$ cat src/hdl/can_frame_ring_fifo_top_assert.svh
// Assertion macros for the CAN frame ring FIFO.
`ifndef CAN_FRAME_RING_FIFO_TOP_ASSERT_SVH
`define CAN_FRAME_RING_FIFO_TOP_ASSERT_SVH

// The condition must never hold at a clock edge outside reset.
`define CFRF_ASSERT_NEVER(lbl, clk, rst_n, cond, msg) \
  lbl: assert property (@(posedge clk) disable iff (!(rst_n)) !(cond)) else $error(msg);

// When the antecedent holds, the consequent must hold in the next cycle.
`define CFRF_ASSERT_NEXT(lbl, clk, rst_n, ante, cons, msg) \
  lbl: assert property (@(posedge clk) disable iff (!(rst_n)) (ante) |=> (cons)) \
    else $error(msg);

`endif

$ cat src/hdl/cfrf_pkg.sv
package cfrf_pkg;

  localparam int unsigned ID_W      = 32;
  localparam int unsigned LEN_IN_W  = 8;
  localparam int unsigned LEN_W     = 7;
  localparam int unsigned DATA_W    = 64;
  localparam int unsigned SLOT_W    = 6;
  localparam int unsigned LEN_MAX   = 64;
  localparam int unsigned PAYLOAD_BYTES = 8;

  localparam logic ST_DONE   = 1'b0;
  localparam logic ST_REJECT = 1'b1;

  typedef enum logic [1:0] {
    OP_PUSH  = 2'd0,
    OP_POP   = 2'd1,
    OP_CLEAR = 2'd2,
    OP_NONE  = 2'd3
  } op_e;

  // One stored frame.
  typedef struct packed {
    logic [ID_W-1:0]   id;
    logic [LEN_W-1:0]  len;
    logic [DATA_W-1:0] payload;
    logic [DATA_W-1:0] stamp;
  } entry_t;

  // Outcome of the position logic for one word.
  typedef struct packed {
    logic              status;
    logic [SLOT_W-1:0] slot;
    logic              pop_ok;
  } ctrl_res_t;

  // Keeps the payload bytes below min(len, 8).
  function automatic logic [DATA_W-1:0] byte_mask(input logic [LEN_W-1:0] len);
    logic [DATA_W-1:0] m;
    m = '0;
    for (int b = 0; b < PAYLOAD_BYTES; b++) begin
      if (len > LEN_W'(b)) begin
        m[b*8 +: 8] = 8'hFF;
      end
    end
    return m;
  endfunction

endpackage

$ cat src/hdl/cfrf_ctrl.sv
module cfrf_ctrl #(
  parameter int unsigned DEPTH = 64,
  localparam int unsigned AW = (DEPTH > 1) ? $clog2(DEPTH) : 1,
  localparam int unsigned PW = $clog2(DEPTH + 1)
) (
  input  logic                clk_i,
  input  logic                rst_ni,
  input  logic                accept_i,
  input  logic [1:0]          op_i,
  output cfrf_pkg::ctrl_res_t res_o,
  output logic                we_o,
  output logic                re_o,
  output logic [AW-1:0]       addr_o
);

  localparam logic [PW-1:0] PDEPTH = PW'(DEPTH);

  logic [PW-1:0] wp_q, wp_d, rp_q, rp_d, rp_v, idx;
  logic          wrap_q, wrap_d, wrap_v;
  cfrf_pkg::op_e op;

  assign op = cfrf_pkg::op_e'(op_i);

  always_ff @(posedge clk_i or negedge rst_ni) begin
    if (!rst_ni) begin
      wp_q   <= '0;
      rp_q   <= '0;
      wrap_q <= 1'b0;
    end else begin
      wp_q   <= wp_d;
      rp_q   <= rp_d;
      wrap_q <= wrap_d;
    end
  end

  always_comb begin
    wp_d   = wp_q;
    rp_d   = rp_q;
    wrap_d = wrap_q;
    rp_v   = rp_q;
    wrap_v = wrap_q;
    idx    = '0;
    we_o   = 1'b0;
    re_o   = 1'b0;
    res_o  = '0;
    if (accept_i) begin
      case (op)
        cfrf_pkg::OP_PUSH: begin
          if (wrap_q ? (wp_q >= rp_q) : (wp_q == PDEPTH && rp_q == '0)) begin
            res_o.status = cfrf_pkg::ST_REJECT;
          end else begin
            idx = wp_q;
            // Write position at the end with room at the front: go round.
            if (!wrap_q && wp_q == PDEPTH) begin
              idx    = '0;
              wrap_d = 1'b1;
            end
            wp_d       = idx + PW'(1);
            we_o       = 1'b1;
            res_o.slot = cfrf_pkg::SLOT_W'(idx);
          end
        end
        cfrf_pkg::OP_POP: begin
          // The read position follows the writer round before the empty test,
          // and that move stands even when the pop is then rejected.
          if (wrap_q && rp_q == PDEPTH) begin
            rp_v   = '0;
            wrap_v = 1'b0;
          end
          rp_d   = rp_v;
          wrap_d = wrap_v;
          if (!wrap_v && rp_v >= wp_q) begin
            res_o.status = cfrf_pkg::ST_REJECT;
          end else begin
            idx          = rp_v;
            rp_d         = rp_v + PW'(1);
            re_o         = 1'b1;
            res_o.slot   = cfrf_pkg::SLOT_W'(idx);
            res_o.pop_ok = 1'b1;
          end
        end
        cfrf_pkg::OP_CLEAR: begin
          wp_d   = '0;
          rp_d   = '0;
          wrap_d = 1'b0;
        end
        default: begin
        end
      endcase
    end
  end

  assign addr_o = AW'(idx);

endmodule

$ cat config.mk
export PLATFORM = sky130hd
export DESIGN_NAME = cfrf_ctrl
export DESIGN_NICKNAME = d
export VERILOG_FILES = /design/src/hdl/can_frame_ring_fifo_top_assert.svh /design/src/hdl/cfrf_pkg.sv /design/src/hdl/cfrf_ctrl.sv
export SDC_FILE = /design/constraint.sdc
export NUM_CORES = 1
export LEC_CHECK = 0
export ABC_CLOCK_PERIOD_IN_PS = 6400
export BUFFER_PORTS_ARGS = -buffer_cell sky130_fd_sc_hd__buf_4
export CAP_MARGIN = 30
export CORE_ASPECT_RATIO = 1.1
export CORE_MARGIN = 1
export CORE_UTILIZATION = 35
export DETAILED_ROUTE_END_ITERATION = 8
export GPL_ROUTABILITY_DRIVEN = 0
export HOLD_SLACK_MARGIN = 0.12
export PLACE_DENSITY = 0.53
export SLEW_MARGIN = 20
export SYNTH_ARGS = -nofsm -noshare
export SYNTH_HDL_FRONTEND = slang
export SYNTH_SLANG_ARGS = --single-unit
$ cat constraint.sdc
create_clock -name clk_i -period 6.4 [get_ports clk_i]
set_clock_uncertainty 0.1 [all_clocks]
set_input_delay 0.96 -clock clk_i [delete_from_list [all_inputs] [get_ports clk_i]]
set_output_delay 0.96 -clock clk_i [all_outputs]
set_load 0.01 [all_outputs]
== Word level (Yosys, flattened, before mapping) ==
Cells that the tools add are included.

* Reduce and logical (&&, ||, !) cells: 14
* Add/sub/neg operators: 2
* Eq/ne operators: 6
* Multiplexer cells: 35
* Order comparisons: 2

{| class="wikitable"
|+ Operators with widths
! operator !! count
|-
| two-way mux 7 bit || 10
|-
| case mux 7 bit (2 select lines) || 3
|-
| two-way mux 6 bit || 4
|-
| two-way mux 1 bit || 15
|-
| adder 7 x 1 -> 7 bit (second input constant) || 2
|-
| equality test 7 bit (second input constant) || 2
|-
| greater-or-equal comparator 7 bit || 2
|-
| case mux 6 bit (2 select lines) || 1
|-
| two-way mux 8 bit || 1
|-
| logical NOT 7 bit || 1
|-
| logical AND 1 bit || 4
|-
| != test 2 bit (second input constant) || 2
|-
| AND reduction 4 bit || 1
|-
| nonzero test 2 bit || 2
|-
| case mux 1 bit (3 select lines) || 1
|-
| AND reduction 3 bit || 1
|-
| nonzero test 3 bit || 1
|-
| equality test 2 x 1 -> 1 bit (second input constant) || 1
|-
| equality test 2 bit (second input constant) || 1
|-
| logical NOT 1 bit || 2
|-
| logical NOT 2 bit || 1
|-
| AND reduction 2 bit || 1
|}

* Input port bits: 5
* Word-level logic and storage cells: 62
* Flip-flop bits (word level): 15
* Output and inout port bits: 16

== Depth between registers and ports, before layout ==
Gate-level depths: netlist of run 1.

* Depth in word-level cells: 10
* Depth in mapped cells: 15
* Gate-level depth less buffers: 14

== Worst setup path before layout of run 1 ==
OpenSTA, ideal clock, no wires.

* Path type: register -> output
* From: register rp_q[1]
* To: output port res_o[3] in the netlist's numbering
* Cell stages (with the launch flop): 15
* Required time: 5.340 ns
* Arrival: 3.431 ns
* Setup slack: 1.909 ns
* Path buffers: 2
* Path through: dfrtp_1 > inv_1 > ha_1 > or4b_4 > nor3_1 > nand2_1 > nand2_1 > ha_1 > nand2b_1 > a211o_1 > a211o_1 > clkbuf_1 > a21boi_1 > a22o_1 > buf_4

{| class="wikitable"
|+ RTL lines
! element !! RTL line !! source
|-
| from (decl) || cfrf_ctrl.sv:18 || <nowiki>logic [PW-1:0] wp_q, wp_d, rp_q, rp_d, rp_v, idx;</nowiki>
|-
| from (signal assigned) || cfrf_ctrl.sv:31 || <nowiki>rp_q <= rp_d;</nowiki>
|-
| to (decl) || cfrf_ctrl.sv:10 || <nowiki>output cfrf_pkg::ctrl_res_t res_o,</nowiki>
|}

== Worst setup path after layout of run 1 ==
* From: register rp_q[1]
* To: output port addr_o[2]

* Word-level cells in the longest chain between the ends: 10
* Elaborated cells between the ends (all ways): 19
* Those cells by class: order compare: 2; eq/ne: 1; mux: 11; reduce/logical: 5

{| class="wikitable"
|+ Ends and longest elaborated chain
! element !! RTL line !! source
|-
| equality test 7 bit || cfrf_ctrl.sv:66 || <nowiki>if (wrap_q && rp_q == PDEPTH) begin</nowiki>
|-
| logical AND 1 bit || cfrf_ctrl.sv:66 ||
|-
| two-way mux 7 bit / two-way mux 1 bit (equally long branches) || cfrf_ctrl.sv:66 ||
|-
| two-way mux 7 bit / two-way mux 1 bit (equally long branches) || cfrf_ctrl.sv:47 || <nowiki>case (op)</nowiki>
|-
| two-way mux 7 bit / two-way mux 1 bit (equally long branches) || cfrf_ctrl.sv:46 || <nowiki>if (accept_i) begin</nowiki>
|-
| greater-or-equal comparator 7 bit / logical NOT 1 bit (equally long branches) || cfrf_ctrl.sv:72 || <nowiki>if (!wrap_v && rp_v >= wp_q) begin</nowiki>
|-
| logical AND 1 bit || cfrf_ctrl.sv:72 ||
|-
| two-way mux 6 bit || cfrf_ctrl.sv:72 ||
|-
| case mux 6 bit (2 select lines) (*) || cfrf_ctrl.sv:47 ||
|-
| two-way mux 6 bit (*) || cfrf_ctrl.sv:46 ||
|-
| to (decl) || cfrf_ctrl.sv:13 || <nowiki>output logic [AW-1:0] addr_o</nowiki>
|}

Every way passes the cells marked *; elsewhere a longest branch is shown, timed or not. The select of a mux whose other input is x is not followed.

==> results of run 1 <==
[power breakdown]
group          internal (µW)  leakage (µW)  switching (µW)
Combinational           99.4      0.000656             137
Clock                   44.2     0.0000228            39.6
Sequential               118      0.000178            49.4
Total                    262      0.000856             226
[kinds of logic after synthesis]
kind of cell | Yosys count | share of synthesized area, %
adders and majority gates | 22 | 16.34
AOI/OAI and AO/OA | 63 | 28.53
buffers and inverters | 36 | 9.955
and+or+nand+nor | 67 | 22.88
DFF | 15 | 22.29
[path summary, 6_finish.rpt]
| path | from | end | cells after the start | slack [ns] |
|---|---|---|---|---|
| setup / recovery | rp_q[1] | addr_o[2] | 13 | 1.35 |
| hold / removal | rst_ni | wp_q[3] | 1 | 0.46 |
| setup reg to reg | rp_q[1] | rp_q[3] | 12 | 2.81 |
| hold reg to reg | wp_q[6] | wp_q[6] | 1 | 0.50 |
| max in group asynchronous | rst_ni | rp_q[0] | 1 | 5.56 |
| min in group clk_i | wp_q[6] | wp_q[6] | 1 | 0.50 |
[flip-flops by register name (all words and copies together) (netlist names)]
signal,count
wp_q,7
wrap_q,1
rp_q,7
[cell type report]
class / instances / area (µm²)
timing repair buffer: 20 / 150.1
clock buffer: 4 / 45.04
fill: 478 / 2770
sequential: 15 / 375.4
inverter: 18 / 67.56
tap: 56 / 70.07
multi-input combinational: 152 / 1141
[cells in the final DEF, fill, tap and decap left out, types with 3 or more instances in the layout]
cell type  count
nand2_1       17
o311ai_0       3
nor4_1         3
nor3_1         7
buf_4         20
o21ai_0        7
nand3_1        7
a21oi_1       13
nand4_1        3
a211o_1        6
nor2_1         5
and2_1         4
clkbuf_8       3
dfrtp_1       15
ha_1          22
a21o_1         4
a211oi_1       4
o22a_1         4
inv_1         18
a21boi_0       3
a22o_1         3
[worst max-delay path, stage by stage (launching register included)]
cell,delay (ns)
dfrtp_1,0.43
inv_1,0.14
ha_1,0.16
or4b_4,0.46
nor3_1,0.29
nand2_1,0.13
nand2_1,0.13
ha_1,0.23
nand2b_1,0.14
a211o_1,0.31
a211o_1,0.39
a21boi_1,0.50
a22o_1,0.29
buf_4,0.15
[routing by layer]
metal | global-route usage (%) | part of all wire [%]
met1 | 26.99 | 48
met2 | 30.17 | 47
met3 | 2.879 | 3.9
met4 | 7.176 | 1.1
met5 | 0 | 0
[metrics by stage]
stage / util (%) / setup WS, ns / cells / hold slack [ns] / area (µm²)
after detailed placement: 39.06 / 1.662 / 261 / 0.4688 / 1804
after global routing: 40.03 / 1.068 / 265 / 0.4589 / 1849
after CTS: 40.03 / 1.375 / 265 / 0.4635 / 1849
after floorplan: - / 1.909 / 203 / 0.4176 / 1684
after global placement: 39.06 / 1.790 / 261 / 0.4712 / 1804
final: 40.03 / 1.348 / 265 / 0.4571 / 1849
==> results.py, run 1 <==
metrics = {
    "synthesis": {
        "synthTopCellsByArea": "dfrtp_1 (22%), ha_1 (16%), inv_1 (4.0%)",
        "synth_edf_count": 0,
        "synth_nets": 230,
        "synth_most_common_cell": "ha_1",
        "synthCells": 203,
        "synthArstFlopShare_pct": 100.0,
        "synth_area_mm2": 0.001684,
        "synth_common_cells": "ha_1 (22), inv_1 (18), nand2_1 (17), dfrtp_1 (15), a21oi_1 (13)",
        "yosys.area.top_type": "dfrtp_1",
        "synth_seq_cells": 15,
        "yosysSeqAreaShare_pct": 22.29,
        "synth_top_area_share_pct": 22.29,
        "synth_flop_cell": "dfrtp_1",
        "yosysWarnings": 0,
        "synth_area_per_cell_um2": 8.296,
        "synth.distinct_cells": 49,
    },
    "min_path": {
        "hold_class": "primary input to asynchronous set/reset pin",
    },
    "finish": {
        "areaGrowthSynthToFinish_pct": 9.807,
        "nets": 237,
        "drive_gt1_share_pct": 16.75,
        "antennaDiodeCount": 0,
    },
    "critical_path": {
        "startpoint_type": "flop",
        "endpoint_kind": "primary output",
        "cp_max_fo": 10,
        "crit_type": "flop to primary output",
        "cp.arrival_ns": 3.99,
        "cp.required_ns": 5.34,
    },
    "cts": {
        "cts_sinks": 15,
        "ctsResizeCount": 0,
        "cts_hold_buf": 0,
        "cts_made_buffers": 3,
        "clockRootBuffer": "clkbuf_8",
        "postCtsSetupRepairBufs": 0,
        "cts_htree_levels": 1,
        "cts_tree": "yes",
        "clock_latency_ns": 0.25,
        "clockBufferDepth": 2,
        "path_clk_slew_ns": 0.07,
    },
    "grt": {
        "track_usage_pct": 19.41,
        "grt_max_degree": 24,
        "first_global_vias": 1452,
        "antenna_found_initial": 0,
        "grt_remaining_overflow": 0,
        "grt_pass1_wl_mm": 7.320,
    },
    "detailed_routing": {
        "avgViaCountPerCell": 5.845,
        "drt_first_pass_iters": 4,
        "vias": 1549,
        "wl_mm": 4.405,
        "wl_per_cell_um": 16.62,
        "drtIter0Drc": 82,
        "drc": 0,
        "ant_nets": 0,
    },
    "floorplan": {
        "io_pins": 21,
        "coreArea_mm2": 0.004619,
        "die_w_um": 68.14,
        "start_util_pct": 36.46,
        "row_count": 26,
        "fp.dieH_um": 74.75,
        "dieArea_mm2": 0.005093,
    },
    "pwr": {
        "p_per_area_mw_per_mm2": 263.5,
        "power_uw": 487.3,
        "ir_drop_v": 0.00008550,
        "leakagePower_uw": 0.0008560,
    },
    "sta": {
        "grt_setup_unrepaired": "no",
        "worstMarginPinSlew_ns": 0.8022,
        "slew_viol_final": 0,
        "slew_headroom_pct": 46.52,
        "fin_crit_sh_pct": 78.94,
        "fin_crit_ns": 5.052,
        "tns_ns": 0,
        "hold_viol_final": 0,
        "max_freq_ghz": 0.1979,
        "setup_viol": 0,
    },
    "run": {
        "drv_cap": 0,
    },
    "place": {
        "dp_hpwl_mm": 3.240,
        "io_buffers": 20,
    },
    "run_status": {
        "status": "complete, no violations",
    },
}
Note: power is estimated with default switching activity, not from simulation.
==> inputs of run 2 (changes only) <==
--- a/config.mk
+++ b/config.mk
@@ -5,7 +5,7 @@
 export SDC_FILE = /design/constraint.sdc
 export NUM_CORES = 1
 export LEC_CHECK = 0
-export ABC_CLOCK_PERIOD_IN_PS = 6400
+export ABC_CLOCK_PERIOD_IN_PS = 5300
 export BUFFER_PORTS_ARGS = -buffer_cell sky130_fd_sc_hd__buf_4
 export CAP_MARGIN = 30
 export CORE_ASPECT_RATIO = 1.1
==> constraint.sdc (replaced) <==
create_clock -name clk_i -period 5.3 [get_ports clk_i]
set_clock_uncertainty 0.1 [all_clocks]
set_input_delay 0.795 -clock clk_i [delete_from_list [all_inputs] [get_ports clk_i]]
set_output_delay 0.795 -clock clk_i [all_outputs]
set_load 0.01 [all_outputs]
==> run 2 against run 1 <==
First-iteration DRC count fell by 32%. Wire length rose by 1.7%. Worst setup slack got worse by 0.90 ns. Core utilization rose by 0.16 points. Register-to-register slack got worse by 1.0 ns. Largest power group unchanged. Highest routed layer unchanged.
==> results.py, run 2 (synthesis gave the netlist of run 1 again) <==
metrics = {
    "floorplan": {
        "row_count": 26,
        "coreArea_mm2": 0.004619,
        "die_w_um": 68.14,
        "dieArea_mm2": 0.005093,
        "start_util_pct": 36.46,
        "fp.dieH_um": 74.75,
        "io_pins": 21,
    },
    "finish": {
        "antennaDiodeCount": 0,
        "areaGrowthSynthToFinish_pct": 10.25,
        "final_cell_mix": "ha_1 (22), buf_4 (21), inv_1 (18)",
        "drive_gt1_share_pct": 17.14,
        "multi_input_area_mm2": 0.001141,
        "seqCellArea_um2": 375.4,
        "fillers": 466,
        "fin_util_pct": 40.20,
        "largest_registers": "rp_q: 7 flops, wp_q: 7 flops, wrap_q: 1 flops",
        "nets": 238,
        "final_common_cell": "ha_1",
    },
    "place": {
        "io_buffers": 20,
        "dp_hpwl_mm": 3.310,
    },
    "pwr": {
        "p_per_area_mw_per_mm2": 318.8,
        "leakagePower_uw": 0.0008603,
        "ir_drop_v": 0.0001295,
    },
    "cts": {
        "postCtsSetupRepairBufs": 0,
        "clock_latency_ns": 0.26,
        "ctsResizeCount": 0,
        "cts_hold_buf": 0,
        "cts_tree": "yes",
        "clockBufferDepth": 2,
        "clockRootBuffer": "clkbuf_8",
        "cts_sinks": 15,
        "cts_made_buffers": 3,
        "cts_htree_levels": 1,
        "path_clk_slew_ns": 0.08,
    },
    "sta": {
        "setup_viol": 0,
        "fin_crit_sh_pct": 91.60,
        "hold_viol_final": 0,
        "slew_headroom_pct": 46.25,
        "tns_ns": 0,
        "max_freq_ghz": 0.2060,
        "grt_setup_unrepaired": "no",
        "worstMarginPinSlew_ns": 0.8063,
        "fin_crit_ns": 4.855,
        "slew_viol_final": 0,
    },
    "grt": {
        "grt_pass1_wl_mm": 7.389,
        "antenna_found_initial": 0,
        "track_usage_pct": 19.47,
        "grt_max_degree": 24,
        "grt_remaining_overflow": 0,
        "first_global_vias": 1478,
    },
    "detailed_routing": {
        "avgViaCountPerCell": 5.808,
        "vias": 1545,
        "wl_mm": 4.480,
        "drc": 0,
        "wl_per_cell_um": 16.84,
        "drt_first_pass_iters": 5,
        "drtIter0Drc": 56,
        "ant_nets": 0,
    },
    "run": {
        "drv_cap": 0,
    },
    "critical_path": {
        "cp.required_ns": 4.41,
        "cp.arrival_ns": 3.96,
        "crit_type": "flop to primary output",
        "endpoint_kind": "primary output",
        "startpoint_type": "flop",
        "cp_max_fo": 10,
    },
    "min_path": {
        "hold_class": "primary input to asynchronous set/reset pin",
    },
    "run_status": {
        "status": "complete, no violations",
    },
}
run 2: final timing paths:
check                         from       end  slack, ns  cells after the start
max in group asynchronous   rst_ni   rp_q[0]       4.61                      1
setup reg to reg           rp_q[1]   rp_q[3]       1.77                     12
setup / recovery           rp_q[1]  res_o[3]       0.45                     13
hold reg to reg            wp_q[6]   wp_q[6]       0.50                      1
min in group clk_i         wp_q[6]   wp_q[6]       0.50                      1
hold / removal              rst_ni   wp_q[6]       0.29                      1
run 2: final cells by class:
cell class                 count  share of cell area [%]
clock buffer                   4                   2.426
inverter                      18                   3.639
multi-input combinational    152                   61.46
sequential                    15                   20.22
tap                           56                   3.774
timing repair buffer          21                   8.491
run 2: power breakdown:
group	internal [µW]	leakage [µW]	switching [µW]
Sequential	142	0.000178	55.2
Combinational	123	0.000660	169
Clock	53.4	0.0000228	49.5
Total	318	0.000860	274
run 2: through the flow:
step                total power [µW]  setup slack, ns  hold WS (ns)  instance area [µm²]  instances
floorplan                      401.7           0.9740        0.3994                 1684        203
global placement               492.9           0.8539        0.4701                 1812        262
detailed placement             486.4           0.7586        0.4694                 1812        262
CTS                            589.7           0.4488        0.3050                 1857        266
global route                   643.7           0.1659        0.3079                 1857        266
finish                         592.0           0.4451        0.2931                 1857        266
run 2: metal layers:
layer | routed length (µm) | track usage [%] | vias up
li1 | - | - | 766
met1 | 2195 | 27.34 | 716
met2 | 2019 | 30.72 | 58
met3 | 200 | 2.273 | 5
met4 | 65 | 6.481 | 0
met5 | 0 | 0 | -
run 2: worst max-delay path, stage by stage, from the launching register on:
cell      delay (ns)
dfrtp_1         0.42
inv_1           0.14
ha_1            0.16
or4b_4          0.46
nor3_1          0.27
nand2_1         0.12
nand2_1         0.12
ha_1            0.22
nand2b_1        0.14
a211o_1         0.31
a211o_1         0.39
a21boi_1        0.50
a22o_1          0.31
buf_4           0.15
==> inputs of run 3 (changes only) <==
--- a/config.mk
+++ b/config.mk
@@ -5,6 +5,7 @@
 export SDC_FILE = /design/constraint.sdc
 export NUM_CORES = 1
 export LEC_CHECK = 0
+export ABC_AREA = 1
 export ABC_CLOCK_PERIOD_IN_PS = 5300
 export BUFFER_PORTS_ARGS = -buffer_cell sky130_fd_sc_hd__buf_4
 export CAP_MARGIN = 30
@@ -14,8 +15,7 @@
 export DETAILED_ROUTE_END_ITERATION = 8
 export GPL_ROUTABILITY_DRIVEN = 0
 export HOLD_SLACK_MARGIN = 0.12
-export PLACE_DENSITY = 0.53
-export SLEW_MARGIN = 20
+export PLACE_DENSITY = 0.52
 export SYNTH_ARGS = -nofsm -noshare
 export SYNTH_HDL_FRONTEND = slang
 export SYNTH_SLANG_ARGS = --single-unit
==> run 3 against run 2 <==
Clock-buffer cell count unchanged. Flip-flop and latch count is the same. Power grew 41%. Area after synthesis is 5.3% higher. Worst setup slack gained 1.0 ns. Largest cell class unchanged. Combinational power up 78%. First-iteration DRC count grew 57%. Critical endpoint is now res_o[1]. Clock power fell by 5%.
==> results.py, run 3 <==
metrics = {
    "critical_path": {
        "rr_worst_depth": 15,
        "cp.required_ns": 4.41,
        "endpoint_kind": "primary output",
        "rrSetupSlack_ns": 2.56,
        "crit_start": "rp_q[5]",
        "path_common_cell": "nand2_1",
        "cp.arrival_ns": 2.94,
        "regToRegEndpoint": "rp_q[0]",
        "r2r_start": "rp_q[5]",
        "critPathMaxStageDelay_ns": 0.41,
        "startpoint_type": "flop",
        "cp_max_fo": 16,
        "worstPathCellList": "inv_1, nand2_1, nor3_2, nand2_1, inv_1, nor2_1, ha_1, nand2_1, a21oi_1, o21ai_0, nand2_1, nand2_4, ha_1, nand2_1, a21oi_1, buf_4",
        "endpoint": "res_o[1]",
        "cp_slowest_cell": "dfrtp_1",
        "crit_type": "flop to primary output",
    },
    "floorplan": {
        "dieArea_mm2": 0.005354,
        "start_util_pct": 37.33,
        "coreArea_mm2": 0.004750,
        "row_count": 26,
        "die_w_um": 69.86,
        "io_pins": 21,
        "fp.dieH_um": 76.65,
    },
    "synthesis": {
        "synth_common_cells": "nand2_1 (68), inv_1 (27), nor2_1 (25), ha_1 (22), nand4_1 (18)",
        "synth_edf_count": 0,
        "synthArstFlopShare_pct": 100.0,
        "synth_nets": 295,
        "synthCells": 268,
        "synth_most_common_cell": "nand2_1",
        "synth_top_area_share_pct": 21.17,
        "synth_area_per_cell_um2": 6.615,
        "yosys.area.top_type": "dfrtp_1",
        "synthTopCellsByArea": "dfrtp_1 (21%), ha_1 (16%), nand2_1 (14%)",
        "synth.distinct_cells": 29,
        "yosysWarnings": 0,
        "yosysSeqAreaShare_pct": 21.17,
        "synth_area_mm2": 0.001773,
        "synth_flop_cell": "dfrtp_1",
        "synth_seq_cells": 15,
    },
    "detailed_routing": {
        "wl_mm": 4.821,
        "drtIter0Drc": 88,
        "drc": 0,
        "ant_nets": 0,
        "wl_per_cell_um": 14.61,
        "avgViaCountPerCell": 5.148,
        "vias": 1699,
        "drt_first_pass_iters": 5,
    },
    "cts": {
        "cts_hold_buf": 0,
        "cts_made_buffers": 3,
        "cts_tree": "yes",
        "cts_htree_levels": 1,
        "path_clk_slew_ns": 0.07,
        "clockRootBuffer": "clkbuf_8",
        "ctsResizeCount": 0,
        "postCtsSetupRepairBufs": 0,
        "cts_sinks": 15,
        "clockBufferDepth": 2,
        "clock_latency_ns": 0.25,
    },
    "sta": {
        "slew_viol_final": 0,
        "grt_setup_unrepaired": "no",
        "slew_headroom_pct": 72.05,
        "fin_crit_ns": 3.831,
        "worstMarginPinSlew_ns": 0.4177,
        "max_freq_ghz": 0.2610,
        "tns_ns": 0,
        "fin_crit_sh_pct": 72.29,
        "whs_ns": 0.2917,
        "setup_viol": 0,
        "hold_viol_final": 0,
    },
    "finish": {
        "fin_cells": 330,
        "final_common_cell": "nand2_1",
        "areaGrowthSynthToFinish_pct": 7.975,
        "design_area_mm2": 0.001914,
        "final_cell_mix": "nand2_1 (68), inv_1 (27), nor2_1 (25)",
        "nets": 302,
        "antennaDiodeCount": 0,
        "drive_gt1_share_pct": 17.52,
        "largest_registers": "rp_q: 7 flops, wp_q: 7 flops, wrap_q: 1 flops",
    },
    "pwr": {
        "leakagePower_uw": 0.001037,
        "p_per_area_mw_per_mm2": 436.7,
        "ir_drop_v": 0.0001326,
    },
    "place": {
        "dp_hpwl_mm": 3.684,
        "io_buffers": 20,
        "place_area_mm2": 0.001869,
        "dp_cells": 326,
    },
    "min_path": {
        "hold_class": "primary input to asynchronous set/reset pin",
    },
    "grt": {
        "grt_pass1_wl_mm": 8.024,
        "antenna_found_initial": 0,
        "grt_remaining_overflow": 0,
        "first_global_vias": 1646,
        "track_usage_pct": 18.73,
        "grt_max_degree": 17,
    },
    "run_status": {
        "status": "complete, no violations",
    },
    "run": {
        "drv_cap": 0,
    },
}
[run 3: changes by cell type in the layout (fill, tap and decap cells not counted), moves of 4 or more]
| cell | previous run | this run |
|---|---|---|
| nor2_1 | 5 | 25 |
| and2_1 | 4 | 0 |
| o21ai_1 | 0 | 5 |
| o22a_1 | 4 | 0 |
| inv_2 | 0 | 8 |
| nand2_2 | 0 | 5 |
| nand2_1 | 17 | 68 |
| nand4_1 | 3 | 18 |
| a211o_1 | 6 | 0 |
| nand3_1 | 7 | 16 |
| a211oi_1 | 4 | 0 |
| inv_1 | 18 | 27 |
[run 3: cells by family after synthesis]
group                      Yosys count  synth area share (%)
and+or+nand+nor                    147                 39.31
buffers and inverters               56                 15.17
adders and majority gates           22                 15.53
DFF                                 15                 21.17
xor gates and xnor gates             2                0.9882
AOI/OAI and AO/OA                   26                 7.833
[run 3: worst max-delay path, delay by kind of cell, from the launching register on]
family | cells | cell delay [ns]
DFF | 1 | 0.41
buffers and inverters | 3 | 0.46
AOI/OAI and AO/OA | 3 | 0.39
and+or+nand+nor | 8 | 0.96
adders and majority gates | 2 | 0.45
[run 3: per-layer routing]
layer	part of all wire, %	track usage, %
met5	0	0
met4	0.95	2.400
met3	4.6	4.233
met2	49	34.13
met1	46	22.73
[run 3: final cells by class]
type	instances	area, µm²
clock buffer	4	45.04
timing repair buffer	20	150.1
tap	56	70.07
fill	511	2835
multi-input combinational	197	1129
sequential	15	375.4
inverter	38	145.1
[run 3: per-stage QoR]
| stage | setup WS (ns) | power, µW | util, % |
|---|---|---|---|
| after floorplan | 1.853 | 631.4 | - |
| after global routing | 1.125 | 933.5 | 40.31 |
| after global placement | 1.775 | 737.8 | 39.36 |
| after detailed placement | 1.769 | 734.0 | 39.36 |
| after CTS | 1.471 | 838.8 | 40.31 |
| final | 1.469 | 836.0 | 40.31 |
[run 3: worst min path at each step]
stage	slack, ns	endpoint	from	cells past startpoint
final	0.29	rp_q[6]	rst_ni	1
after CTS	0.30	wp_q[1]	rst_ni	1
after floorplan	0.40	rp_q[0]	rst_ni	0
after global routing	0.30	wp_q[1]	rst_ni	1
after global placement	0.44	rp_q[1]	rp_q[1]	2
after detailed placement	0.45	wp_q[6]	wp_q[6]	2
[run 3: report_power, final]
group | switching (µW) | internal (µW)
logic | 321 | 196
clock network | 44.7 | 53.4
registers | 73.7 | 147
